[config.mk]
export PLATFORM = sky130hd
export DESIGN_NAME = pbm_lane
export DESIGN_NICKNAME = d
export VERILOG_FILES = /design/src/rtl/pbm_pkg.sv /design/src/rtl/pbm_lane.sv
export SDC_FILE = /design/constraint.sdc
export NUM_CORES = 2
export LEC_CHECK = 0
export BUFFER_PORTS_ARGS = -buffer_cell sky130_fd_sc_hd__buf_2
export CAP_MARGIN = 0
export CORE_ASPECT_RATIO = 2
export CORE_UTILIZATION = 40
export CTS_BUF_LIST = sky130_fd_sc_hd__clkbuf_2 sky130_fd_sc_hd__clkbuf_4 sky130_fd_sc_hd__clkbuf_8
export DETAILED_ROUTE_END_ITERATION = 7
export SLEW_MARGIN = 0
export SYNTH_ARGS = -nofsm -noshare
export SYNTH_HDL_FRONTEND = slang
export SYNTH_SLANG_ARGS = --single-unit
[constraint.sdc]
create_clock -name clock -period 7.8 [get_ports clock]
set_input_delay 2.34 -clock clock [delete_from_list [all_inputs] [get_ports clock]]
set_output_delay 2.34 -clock clock [all_outputs]
set_load 0.01 [all_outputs]
[src/rtl/pbm_pkg.sv]
package pbm_pkg;

   localparam int CHANNEL_COUNT_DEFAULT = 3;
   localparam int FIELD_CHANNELS        = 3;
   localparam int NUM_W                 = 27;
   localparam int REM_W                 = 26;
   localparam int DEN_W                 = 17;
   localparam int Q_W                   = 9;
   localparam int LANE_STAGES           = 2 + Q_W;

   typedef enum logic [2:0] {
      MODE_HARD_MIX     = 3'd0,
      MODE_OVERLAY      = 3'd1,
      MODE_PIN_LIGHT    = 3'd2,
      MODE_HARD_LIGHT   = 3'd3,
      MODE_SOFT_LIGHT   = 3'd4,
      MODE_LINEAR_LIGHT = 3'd5,
      MODE_VIVID_LIGHT  = 3'd6
   } blend_mode_type;

   typedef struct packed {
      logic [7:0] base_red;
      logic [7:0] base_green;
      logic [7:0] base_blue;
      logic [7:0] top_red;
      logic [7:0] top_green;
      logic [7:0] top_blue;
   } req_type;

   typedef struct packed {
      logic [7:0] mixed_red;
      logic [7:0] mixed_green;
      logic [7:0] mixed_blue;
   } rsp_type;

   typedef logic [7:0] sqrt_table_type [256];

   function automatic sqrt_table_type build_sqrt_table();
      sqrt_table_type tbl;
      int n;
      int r;
      for (int i = 0; i < 256; i++) begin
         n = 255 * i;
         r = 0;
         for (int f = 0; f < 256; f++) begin
            if ((f + 1) * (f + 1) <= n) begin
               r = f + 1;
            end
         end
         if (n - r * r > r) begin
            r = r + 1;
         end
         tbl[i] = 8'(r);
      end
      return tbl;
   endfunction

   localparam sqrt_table_type SQRT_TABLE = build_sqrt_table();

endpackage

[src/rtl/pbm_lane.sv]
module pbm_lane (
   input  logic                             clock,
   input  logic [pbm_pkg::LANE_STAGES-1:0]  en,
   input  pbm_pkg::blend_mode_type          mode,
   input  logic [7:0]                       base,
   input  logic [7:0]                       top,
   output logic [7:0]                       mixed
);

   localparam int NUM_W = pbm_pkg::NUM_W;
   localparam int REM_W = pbm_pkg::REM_W;
   localparam int DEN_W = pbm_pkg::DEN_W;
   localparam int Q_W   = pbm_pkg::Q_W;

   logic [7:0]              a_ff, b_ff;
   pbm_pkg::blend_mode_type mode_ff;
   logic [15:0]             ab_ff, ab_in;
   logic [15:0]             inv_ff, inv_in;
   logic [13:0]             sel_ff, sel_in;
   logic [15:0]             paa;
   logic [7:0]              tdiff;

   always_comb begin
      ab_in  = 16'(base) * 16'(top);
      inv_in = 16'(8'd255 - base) * 16'(8'd255 - top);
      paa    = 16'(base) * 16'(8'd255 - base);
      tdiff  = pbm_pkg::SQRT_TABLE[base] - base;
      sel_in = top[7] ? {6'd0, tdiff} : paa[13:0];
   end

   always_ff @(posedge clock) begin
      if (en[0]) begin
         a_ff    <= base;
         b_ff    <= top;
         mode_ff <= mode;
         ab_ff   <= ab_in;
         inv_ff  <= inv_in;
         sel_ff  <= sel_in;
      end
   end

   logic signed [NUM_W-1:0] num_ff, num_in;
   logic [DEN_W-1:0]        den_ff, den_in;
   logic signed [8:0]       d9;
   logic signed [14:0]      sel_s;
   logic signed [23:0]      prod;
   logic signed [NUM_W-1:0] aw, bw, abw, invw, prodw, v;
   logic                    direct;
   logic                    hi;

   always_comb begin
      d9     = signed'(9'({b_ff, 1'b0}) - 9'd255);
      sel_s  = signed'({1'b0, sel_ff});
      prod   = d9 * sel_s;
      prodw  = NUM_W'(prod);
      aw     = NUM_W'(a_ff);
      bw     = NUM_W'(b_ff);
      abw    = NUM_W'(ab_ff);
      invw   = NUM_W'(inv_ff);
      direct = 1'b0;
      v      = '0;
      num_in = '0;
      den_in = DEN_W'(510);
      hi     = (mode_ff == pbm_pkg::MODE_OVERLAY) ? a_ff[7] : b_ff[7];
      case (mode_ff)
         pbm_pkg::MODE_HARD_MIX: begin
            direct = 1'b1;
            v = (({1'b0, a_ff} + {1'b0, b_ff}) < 9'd255) ? NUM_W'(0) : NUM_W'(255);
         end
         pbm_pkg::MODE_OVERLAY, pbm_pkg::MODE_HARD_LIGHT: begin
            if (hi) begin
               num_in = NUM_W'(130305 - 4 * invw);
            end else begin
               num_in = NUM_W'(4 * abw + 255);
            end
         end
         pbm_pkg::MODE_PIN_LIGHT: begin
            direct = 1'b1;
            if (b_ff <= 8'd128) begin
               v = (aw < 2 * bw) ? aw : NUM_W'(2 * bw);
            end else begin
               v = (aw > 2 * bw - 255) ? aw : NUM_W'(2 * bw - 255);
            end
         end
         pbm_pkg::MODE_SOFT_LIGHT: begin
            if (!b_ff[7]) begin
               num_in = NUM_W'(2 * (aw * 65025 + prodw) + 65025);
               den_in = DEN_W'(130050);
            end else begin
               num_in = NUM_W'(2 * (255 * aw + prodw) + 255);
            end
         end
         pbm_pkg::MODE_LINEAR_LIGHT: begin
            direct = 1'b1;
            v = NUM_W'(aw + 2 * bw - 255);
         end
         pbm_pkg::MODE_VIVID_LIGHT: begin
            if (b_ff == 8'd0) begin
               direct = 1'b1;
               v = '0;
            end else if (b_ff <= 8'd128) begin
               num_in = NUM_W'(510 * (2 * bw - 255 + aw) + 2 * bw);
               den_in = DEN_W'(4 * bw);
            end else if (b_ff == 8'd255) begin
               direct = 1'b1;
               v = (a_ff == 8'd0) ? NUM_W'(0) : NUM_W'(255);
            end else begin
               num_in = NUM_W'(510 * aw + 2 * (255 - bw));
               den_in = DEN_W'(4 * (255 - bw));
            end
         end
         default: begin
            direct = 1'b1;
            v = aw;
         end
      endcase
      if (direct) begin
         num_in = NUM_W'(2 * v + 1);
         den_in = DEN_W'(2);
      end
   end

   always_ff @(posedge clock) begin
      if (en[1]) begin
         num_ff <= num_in;
         den_ff <= den_in;
      end
   end

   logic [REM_W-1:0] rem_ff [Q_W];
   logic [REM_W-1:0] rem_in [Q_W];
   logic [Q_W-1:0]   q_ff   [Q_W];
   logic [Q_W-1:0]   q_in   [Q_W];
   logic [DEN_W-1:0] dd_ff  [Q_W];
   logic [DEN_W-1:0] dd_in  [Q_W];
   logic             neg_ff [Q_W];
   logic             neg_in [Q_W];
   logic             sat_ff [Q_W];
   logic             sat_in [Q_W];
   logic [REM_W-1:0] rem_src [Q_W];
   logic [Q_W-1:0]   q_src   [Q_W];
   logic [REM_W-1:0] shifted [Q_W];

   always_comb begin
      for (int i = 0; i < Q_W; i++) begin
         if (i == 0) begin
            neg_in[i]  = num_ff[NUM_W-1];
            sat_in[i]  = !num_ff[NUM_W-1] &&
                         (unsigned'(num_ff) >= (NUM_W'(den_ff) << Q_W));
            rem_src[i] = num_ff[NUM_W-1] ? '0 : num_ff[REM_W-1:0];
            q_src[i]   = '0;
            dd_in[i]   = den_ff;
         end else begin
            neg_in[i]  = neg_ff[i-1];
            sat_in[i]  = sat_ff[i-1];
            rem_src[i] = rem_ff[i-1];
            q_src[i]   = q_ff[i-1];
            dd_in[i]   = dd_ff[i-1];
         end
         shifted[i] = REM_W'(dd_in[i]) << (Q_W - 1 - i);
         if (rem_src[i] >= shifted[i]) begin
            rem_in[i] = rem_src[i] - shifted[i];
            q_in[i]   = q_src[i] | (Q_W'(1) << (Q_W - 1 - i));
         end else begin
            rem_in[i] = rem_src[i];
            q_in[i]   = q_src[i];
         end
      end
   end

   always_ff @(posedge clock) begin
      for (int i = 0; i < Q_W; i++) begin
         if (en[2+i]) begin
            rem_ff[i] <= rem_in[i];
            q_ff[i]   <= q_in[i];
            dd_ff[i]  <= dd_in[i];
            neg_ff[i] <= neg_in[i];
            sat_ff[i] <= sat_in[i];
         end
      end
   end

   always_comb begin
      if (neg_ff[Q_W-1]) begin
         mixed = 8'd0;
      end else if (sat_ff[Q_W-1] || q_ff[Q_W-1][Q_W-1]) begin
         mixed = 8'd255;
      end else begin
         mixed = q_ff[Q_W-1][7:0];
      end
   end

endmodule

# [After elaboration in Yosys (flattened, before gate mapping)]
# Memory sizes are Yosys's and may differ from the RTL's.
# Index checks and enable logic that the tools add are counted.
[totals] mem_bits_ro=2048 input_bits=31 wordCells=150 register_bits=109 out_inout_bits=8 ramBits=486 n_memories=6
[mem_list] name="(no name shown)" depth=256 width=8 read_ports=1 rd_ports_with_merged_regs=0 write_ports=0 line="pbm_lane.sv:27" source="tdiff = pbm_pkg::SQRT_TABLE[base] - base;"
[mem_list] name="rem_ff" depth=9 width=26 read_ports=8 rd_ports_with_merged_regs=0 write_ports=9 line="pbm_lane.sv:130" source="logic [REM_W-1:0] rem_ff [Q_W];"
[mem_list] name="dd_ff" depth=9 width=17 read_ports=8 rd_ports_with_merged_regs=0 write_ports=9 line="pbm_lane.sv:134" source="logic [DEN_W-1:0] dd_ff [Q_W];"
[mem_list] name="q_ff" depth=9 width=9 read_ports=9 rd_ports_with_merged_regs=0 write_ports=9 line="pbm_lane.sv:132" source="logic [Q_W-1:0] q_ff [Q_W];"
[mem_list] name="neg_ff" depth=9 width=1 read_ports=9 rd_ports_with_merged_regs=0 write_ports=9 line="pbm_lane.sv:136" source="logic neg_ff [Q_W];"
[mem_list] name="sat_ff" depth=9 width=1 read_ports=9 rd_ports_with_merged_regs=0 write_ports=9 line="pbm_lane.sv:138" source="logic sat_ff [Q_W];"
[op_classes] n_bitwise=1 n_mux=68 n_reduce_logical=8 n_eq_ne=7 magnitude_cmp=15 addsub=28 n_mul=8
[op_table] cell="$mux W26" count=12
[op_table] cell="$mux W27" count=6
[op_table] cell="$pmux W26 S5" count=1
[op_table] cell="$mux W8" count=11
[op_table] cell="$pmux W27 S3" count=1
[op_table] cell="$mux W17" count=4
[op_table] cell="$pmux W17 S2" count=1
[op_table] cell="$mul A8 B8 Y16 const A" count=2
[op_table] cell="$add A18 B27 Y27" count=1
[op_table] cell="$add A26 B9 Y27 const B" count=1
[op_table] cell="$add A27 B17 Y27 const B" count=1
[op_table] cell="$add A27 B2 Y27 const B" count=1
[op_table] cell="$ge A27 B26 Y1" count=1
[op_table] cell="$sub A8 B8 Y9 const A" count=3
[op_table] cell="$add A25 B24 Y26" count=1
[op_table] cell="$ge A26 B17 Y1" count=1
[op_table] cell="$ge A26 B18 Y1" count=1
[op_table] cell="$ge A26 B19 Y1" count=1
[op_table] cell="$ge A26 B20 Y1" count=1
[op_table] cell="$ge A26 B21 Y1" count=1
[op_table] cell="$ge A26 B22 Y1" count=1
[op_table] cell="$ge A26 B23 Y1" count=1
[op_table] cell="$ge A26 B24 Y1" count=1
[op_table] cell="$ge A26 B25 Y1" count=1
[op_table] cell="other kinds (52)" count=79

# [Logic depth before layout (Yosys ltp)]
[depth] ltp_word=8 ltp_mapped=34 mapped_depth_nobuf=33

# [Least setup slack after synthesis]
# Ideal clock, no wire load.
[synth_path] kind="reg2reg" from="register b_ff[7]" to="register num_ff[23] (data pin)" setup_slack_ps=-371 synth_period_minus_slack_ps=8171 stages_incl_launch_ff=31 setup_time_ps=261 required_ps=7539 arrival_time_ps=7911 n_path_buf=3 cell_sequence="edfxtp_1 > clkbuf_1 > clkbuf_1 > clkbuf_1 > or2_2 > fa_1 > fa_1 > inv_1 > fa_1 > fa_1 > inv_1 > fa_1 > inv_1 > ha_1 > o211ai_1 > a21oi_1 > or4_1 > nand4_1 > inv_1 > ha_1 > a211o_1 > a21oi_1 > and2_1 > o21ai_0 > a41oi_1 > xnor2_1 > nand4_1 > or3_1 > nor2_1 > xnor2_1 > a221o_1"
[synth_between] elab_chain_len=8 elab_cells_between_ends=42 classes_between="14 x add/sub; 2 x mul; 4 x order compare; 1 x eq/ne; 20 x mux; 1 x reduce/logical"
[synth_lines] item="start, declared" line="pbm_lane.sv:15" source="logic [7:0] a_ff, b_ff;"
[synth_lines] item="start signal, assigned" line="pbm_lane.sv:34" source="b_ff <= top;"
[synth_lines] item="parallel branches: the longest is 7 deep, another holds $add A27 B17 Y27"
[synth_lines] item="$mux W27 *" line="pbm_lane.sv:117" source="if (direct) begin"
[synth_lines] item="net num_in[23]" line="pbm_lane.sv:42" source="logic signed [NUM_W-1:0] num_ff, num_in;"
[synth_lines] item="end signal, assigned" line="pbm_lane.sv:125" source="num_ff <= num_in;"
[synth_lines] item="end, declared" line="pbm_lane.sv:42"
# Mark *: on every way through the listed nets, which the timed path passes.
# A chain may end at the register's enable or synchronous reset.

# [Worst setup path in the final report]
[layout_path] from="register b_ff[6]" to="register num_ff[26] (data pin)"
# Same word-level chain as after synthesis.

==> summary.md <==
| Metric | Value |
|---|---|
| Vias in the first global route | `38610` |
| Post-DR vias/cell | `5.441` |
| Die area | `0.1149 mm^2` |
| Cells on worst reg2reg path | `24` |
| Hold buffer count at CTS | `0` |
| Layout Skew | `0.04792 ns` |
| Share of cells above drive strength 1 | `10.24%` |
| Count leader, synth | `inv_1` |
| Max-slew violations | `0` |
| Synth Cell Area | `0.04538 mm^2` |
| Row cnt | `174` |
| Final hold vios | `0` |
| Top cells by area, synth | `edfxtp_1 (30%), ha_1 (15%), fa_1 (12%), inv_1 (5.2%), xnor2_1 (3.8%)` |
| Fin worst setup slack | `0.1950 ns` |
| DP Cell Count | `6440` |
| Fin crit period | `7.605 ns` |
| Root Buffer | `clkbuf_8` |
| Sequential cell area | `0.01360 mm^2` |
| Die Y | `478.3 um` |
| Routed WL | `138300 um` |
| Failing checks | `capacitance limit` |
| Worst slack at placement | `0.02223 ns` |
| Post-synthesis mux area share | `0.8657%` |
| Post-DP HPWL | `115500 um` |
| Share of the synthesized area in the top cell type | `29.98%` |
| Post-synthesis compound-gate area fraction | `14.96%` |
| Worst Path Required | `8.38 ns` |
| Total congestion overflow | `0` |
| Crit. End Element | `flip-flop` |
| Largest net degree at the start of global routing | `66` |
| CTS Buf Count | `70` |
| Drc violations | `0` |
| Post-synth EDFFs | `453` |
| Port Buffer Count | `38` |
| Yosys reg bits | `453` |
| Synthesized Nets | `5677` |
| Max Clock Freq | `131.5 MHz` |
| Top cells by count, synth | `inv_1 (623), ha_1 (528), edfxtp_1 (453)` |
| I/O pin count | `39` |
| Initial cell density of the core | `40.40%` |
| Dominant cell type by area after synthesis | `edfxtp_1` |
| CP arrival | `8.19 ns` |
| Relative slew slack | `0.2378%` |
| Vias | `35790` |
| Post-Synth Simple-Gate Area | `14.40%` |
| Area growth from synthesis to layout | `10.75%` |
| Total Nets Final | `5862` |
| Setup repair after global routing missed its margin | `true` |
| Fillers | `11070` |
| Number of routed nets with antenna violations | `0` |
| Worst-Skew Late Latency | `0.74 ns` |
| Final worst-path cycle share | `97.50%` |
| First-pass GRT wire length | `210900 um` |
| Wire per inst | `21.02 um` |
| Seq/Total Area, Yosys | `29.98%` |
| Final cell area excluding filler cells | `0.05026 mm^2` |
| H-Tree Level Count | `3` |
| Max Cap Viol | `1` |
| Min-Delay Path Depth | `0` |
| Footprint of the multi-input gates | `0.02912 mm^2` |
| Startpoint Class | `flip-flop` |
| CORE AREA | `0.1123 mm^2` |
| Placed cell areas | `0.04859 mm^2` |
| Initial antenna violation count | `4` |
| Initial drt markers | `1263` |
| Die W | `240.2 um` |
| First-pass DRT Iterations | `5` |
| Worst-path clk slew | `0.07 ns` |
| Final non-filler cell total | `6579` |
| Ys flop type | `edfxtp_1` |
| Post-Synth XOR/XNOR Area | `6.534%` |
| Main combinational cell family by area after synthesis | `adder cells` |
| Actual slew at the worst max-slew pin | `1.483 ns` |
| Max Fanout on Critical Path | `8` |
| Worst Hold Class | `flip-flop to flip-flop` |
| Syn Inst Count | `4841` |
| TritonCTS Sinks | `453` |
| Yosys warns | `0` |
| Synth Area in Adders | `26.82%` |
| Async S/R FF share, synth | `0%` |
| CTS tree | `built` |
| R2r setup slk | `0.19 ns` |
| Setup Crit Path Kind | `flip-flop to flip-flop` |
| Clock buffer depth | `3` |
| GRT Overall Usage | `24.53%` |
| Synth Area per Inst | `9.374 um^2` |
| Post-synthesis cell type count | `97` |
| Outcome | `complete, but fails checks` |
| Final setup violation count | `0` |
| GPL Wtd Cong | `0.9528` |
cell type report:
type	count	share of cell area [%]
flip-flops and latches	453	27.06
clock buffers	88	2.186
clock inverters	36	0.5875
repair buffers	261	3.767
diodes	5	0.02489
inverters	630	4.715
well taps	1496	3.724
multi-input cells	3610	57.93
kinds of logic (layout without fill, tap and decap cells):
logic type	count (synthesis)	in the layout
compound gates	1065	1065
buf+inv	778	1015
fa+ha+maj	807	807
other cells	0	5
xor+xnor	336	336
simple gates	1368	1368
flops	453	453
mux	34	34
flip-flops by register name (all words and copies together), names as in the netlist:
signal	flops
den_ff	10
dd_ff	80
sat_ff	9
q_ff	45
ab_ff	16
b_ff	8
mode_ff	3
a_ff	8
neg_ff	9
num_ff	27
inv_ff	16
sel_ff	14
rem_ff	208
worst paths after layout:
| path | startpoint | endpoint |
|---|---|---|
| min reg2reg | q_ff[0][41] | q_ff[0][50] |
| max reg2reg | b_ff[6] | num_ff[26] |
| min | q_ff[0][41] | q_ff[0][50] |
| max | b_ff[6] | num_ff[26] |
cell usage in the layout (no fill, tap or decap), types with 32 or more instances in the layout:
master,n
o31ai_1,49
nor2_1,412
buf_4,220
a21boi_0,44
edfxtp_1,453
o21a_1,43
inv_1,617
xnor2_1,190
buf_2,38
nand2b_1,48
xor2_1,136
a21oi_1,263
nor3_1,77
clkbuf_8,70
a31oi_1,32
fa_1,275
nor2b_1,74
or2_2,45
ha_1,526
and2_1,72
a211oi_1,34
a21o_1,78
o21ai_0,274
nand3_1,49
nand2_1,387
nand4_1,43
nor4_1,38
routing by layer:
| layer | share of wire, % | track usage, % | vias to the layer above |
|---|---|---|---|
| met1 | 27 | 16.98 | 17190 |
| li1 | - | - | 17210 |
| met3 | 3.3 | 3.795 | 547 |
| met5 | 0.011 | 0 | - |
| met4 | 12 | 25.56 | 2 |
| met2 | 58 | 50.43 | 845 |
per-stage QoR:
step,hold WS [ns],utilization (%),setup TNS [ns]
floorplan,0.4003,-,0
global placement,0.4004,43.25,0
detailed placement,0.4045,43.25,0
CTS,0.4184,44.49,0
global route,0.4219,44.73,-0.2159
finish,0.4188,44.74,0
what timing repair did:
item | 4_1_cts | 5_1_grt
setup endpoints to repair | 0 | 13
setup buffers | 0 | 10
resized for setup | 0 | 45
critical path: stages (launching register included):
cell and delay [ns]:
edfxtp_1 0.51, clkinvlp_4 0.28, buf_4 0.20, nor2_1 0.14
fa_1 0.46, fa_1 0.52, fa_1 0.53, fa_1 0.49
ha_1 0.30, ha_1 0.39, and3_1 0.20, and3_1 0.19
nand4_1 0.18, buf_4 0.20, o211ai_1 0.13, inv_1 0.19
ha_1 0.39, inv_1 0.05, o31a_1 0.35, o311a_1 0.35
or4_4 0.53, a31o_1 0.25, and4_4 0.18, a32o_1 0.26
nor3_2 0.17
Power is not shown: default switching activity piles up to over one toggle a cycle in this logic, so the estimate is an artifact.
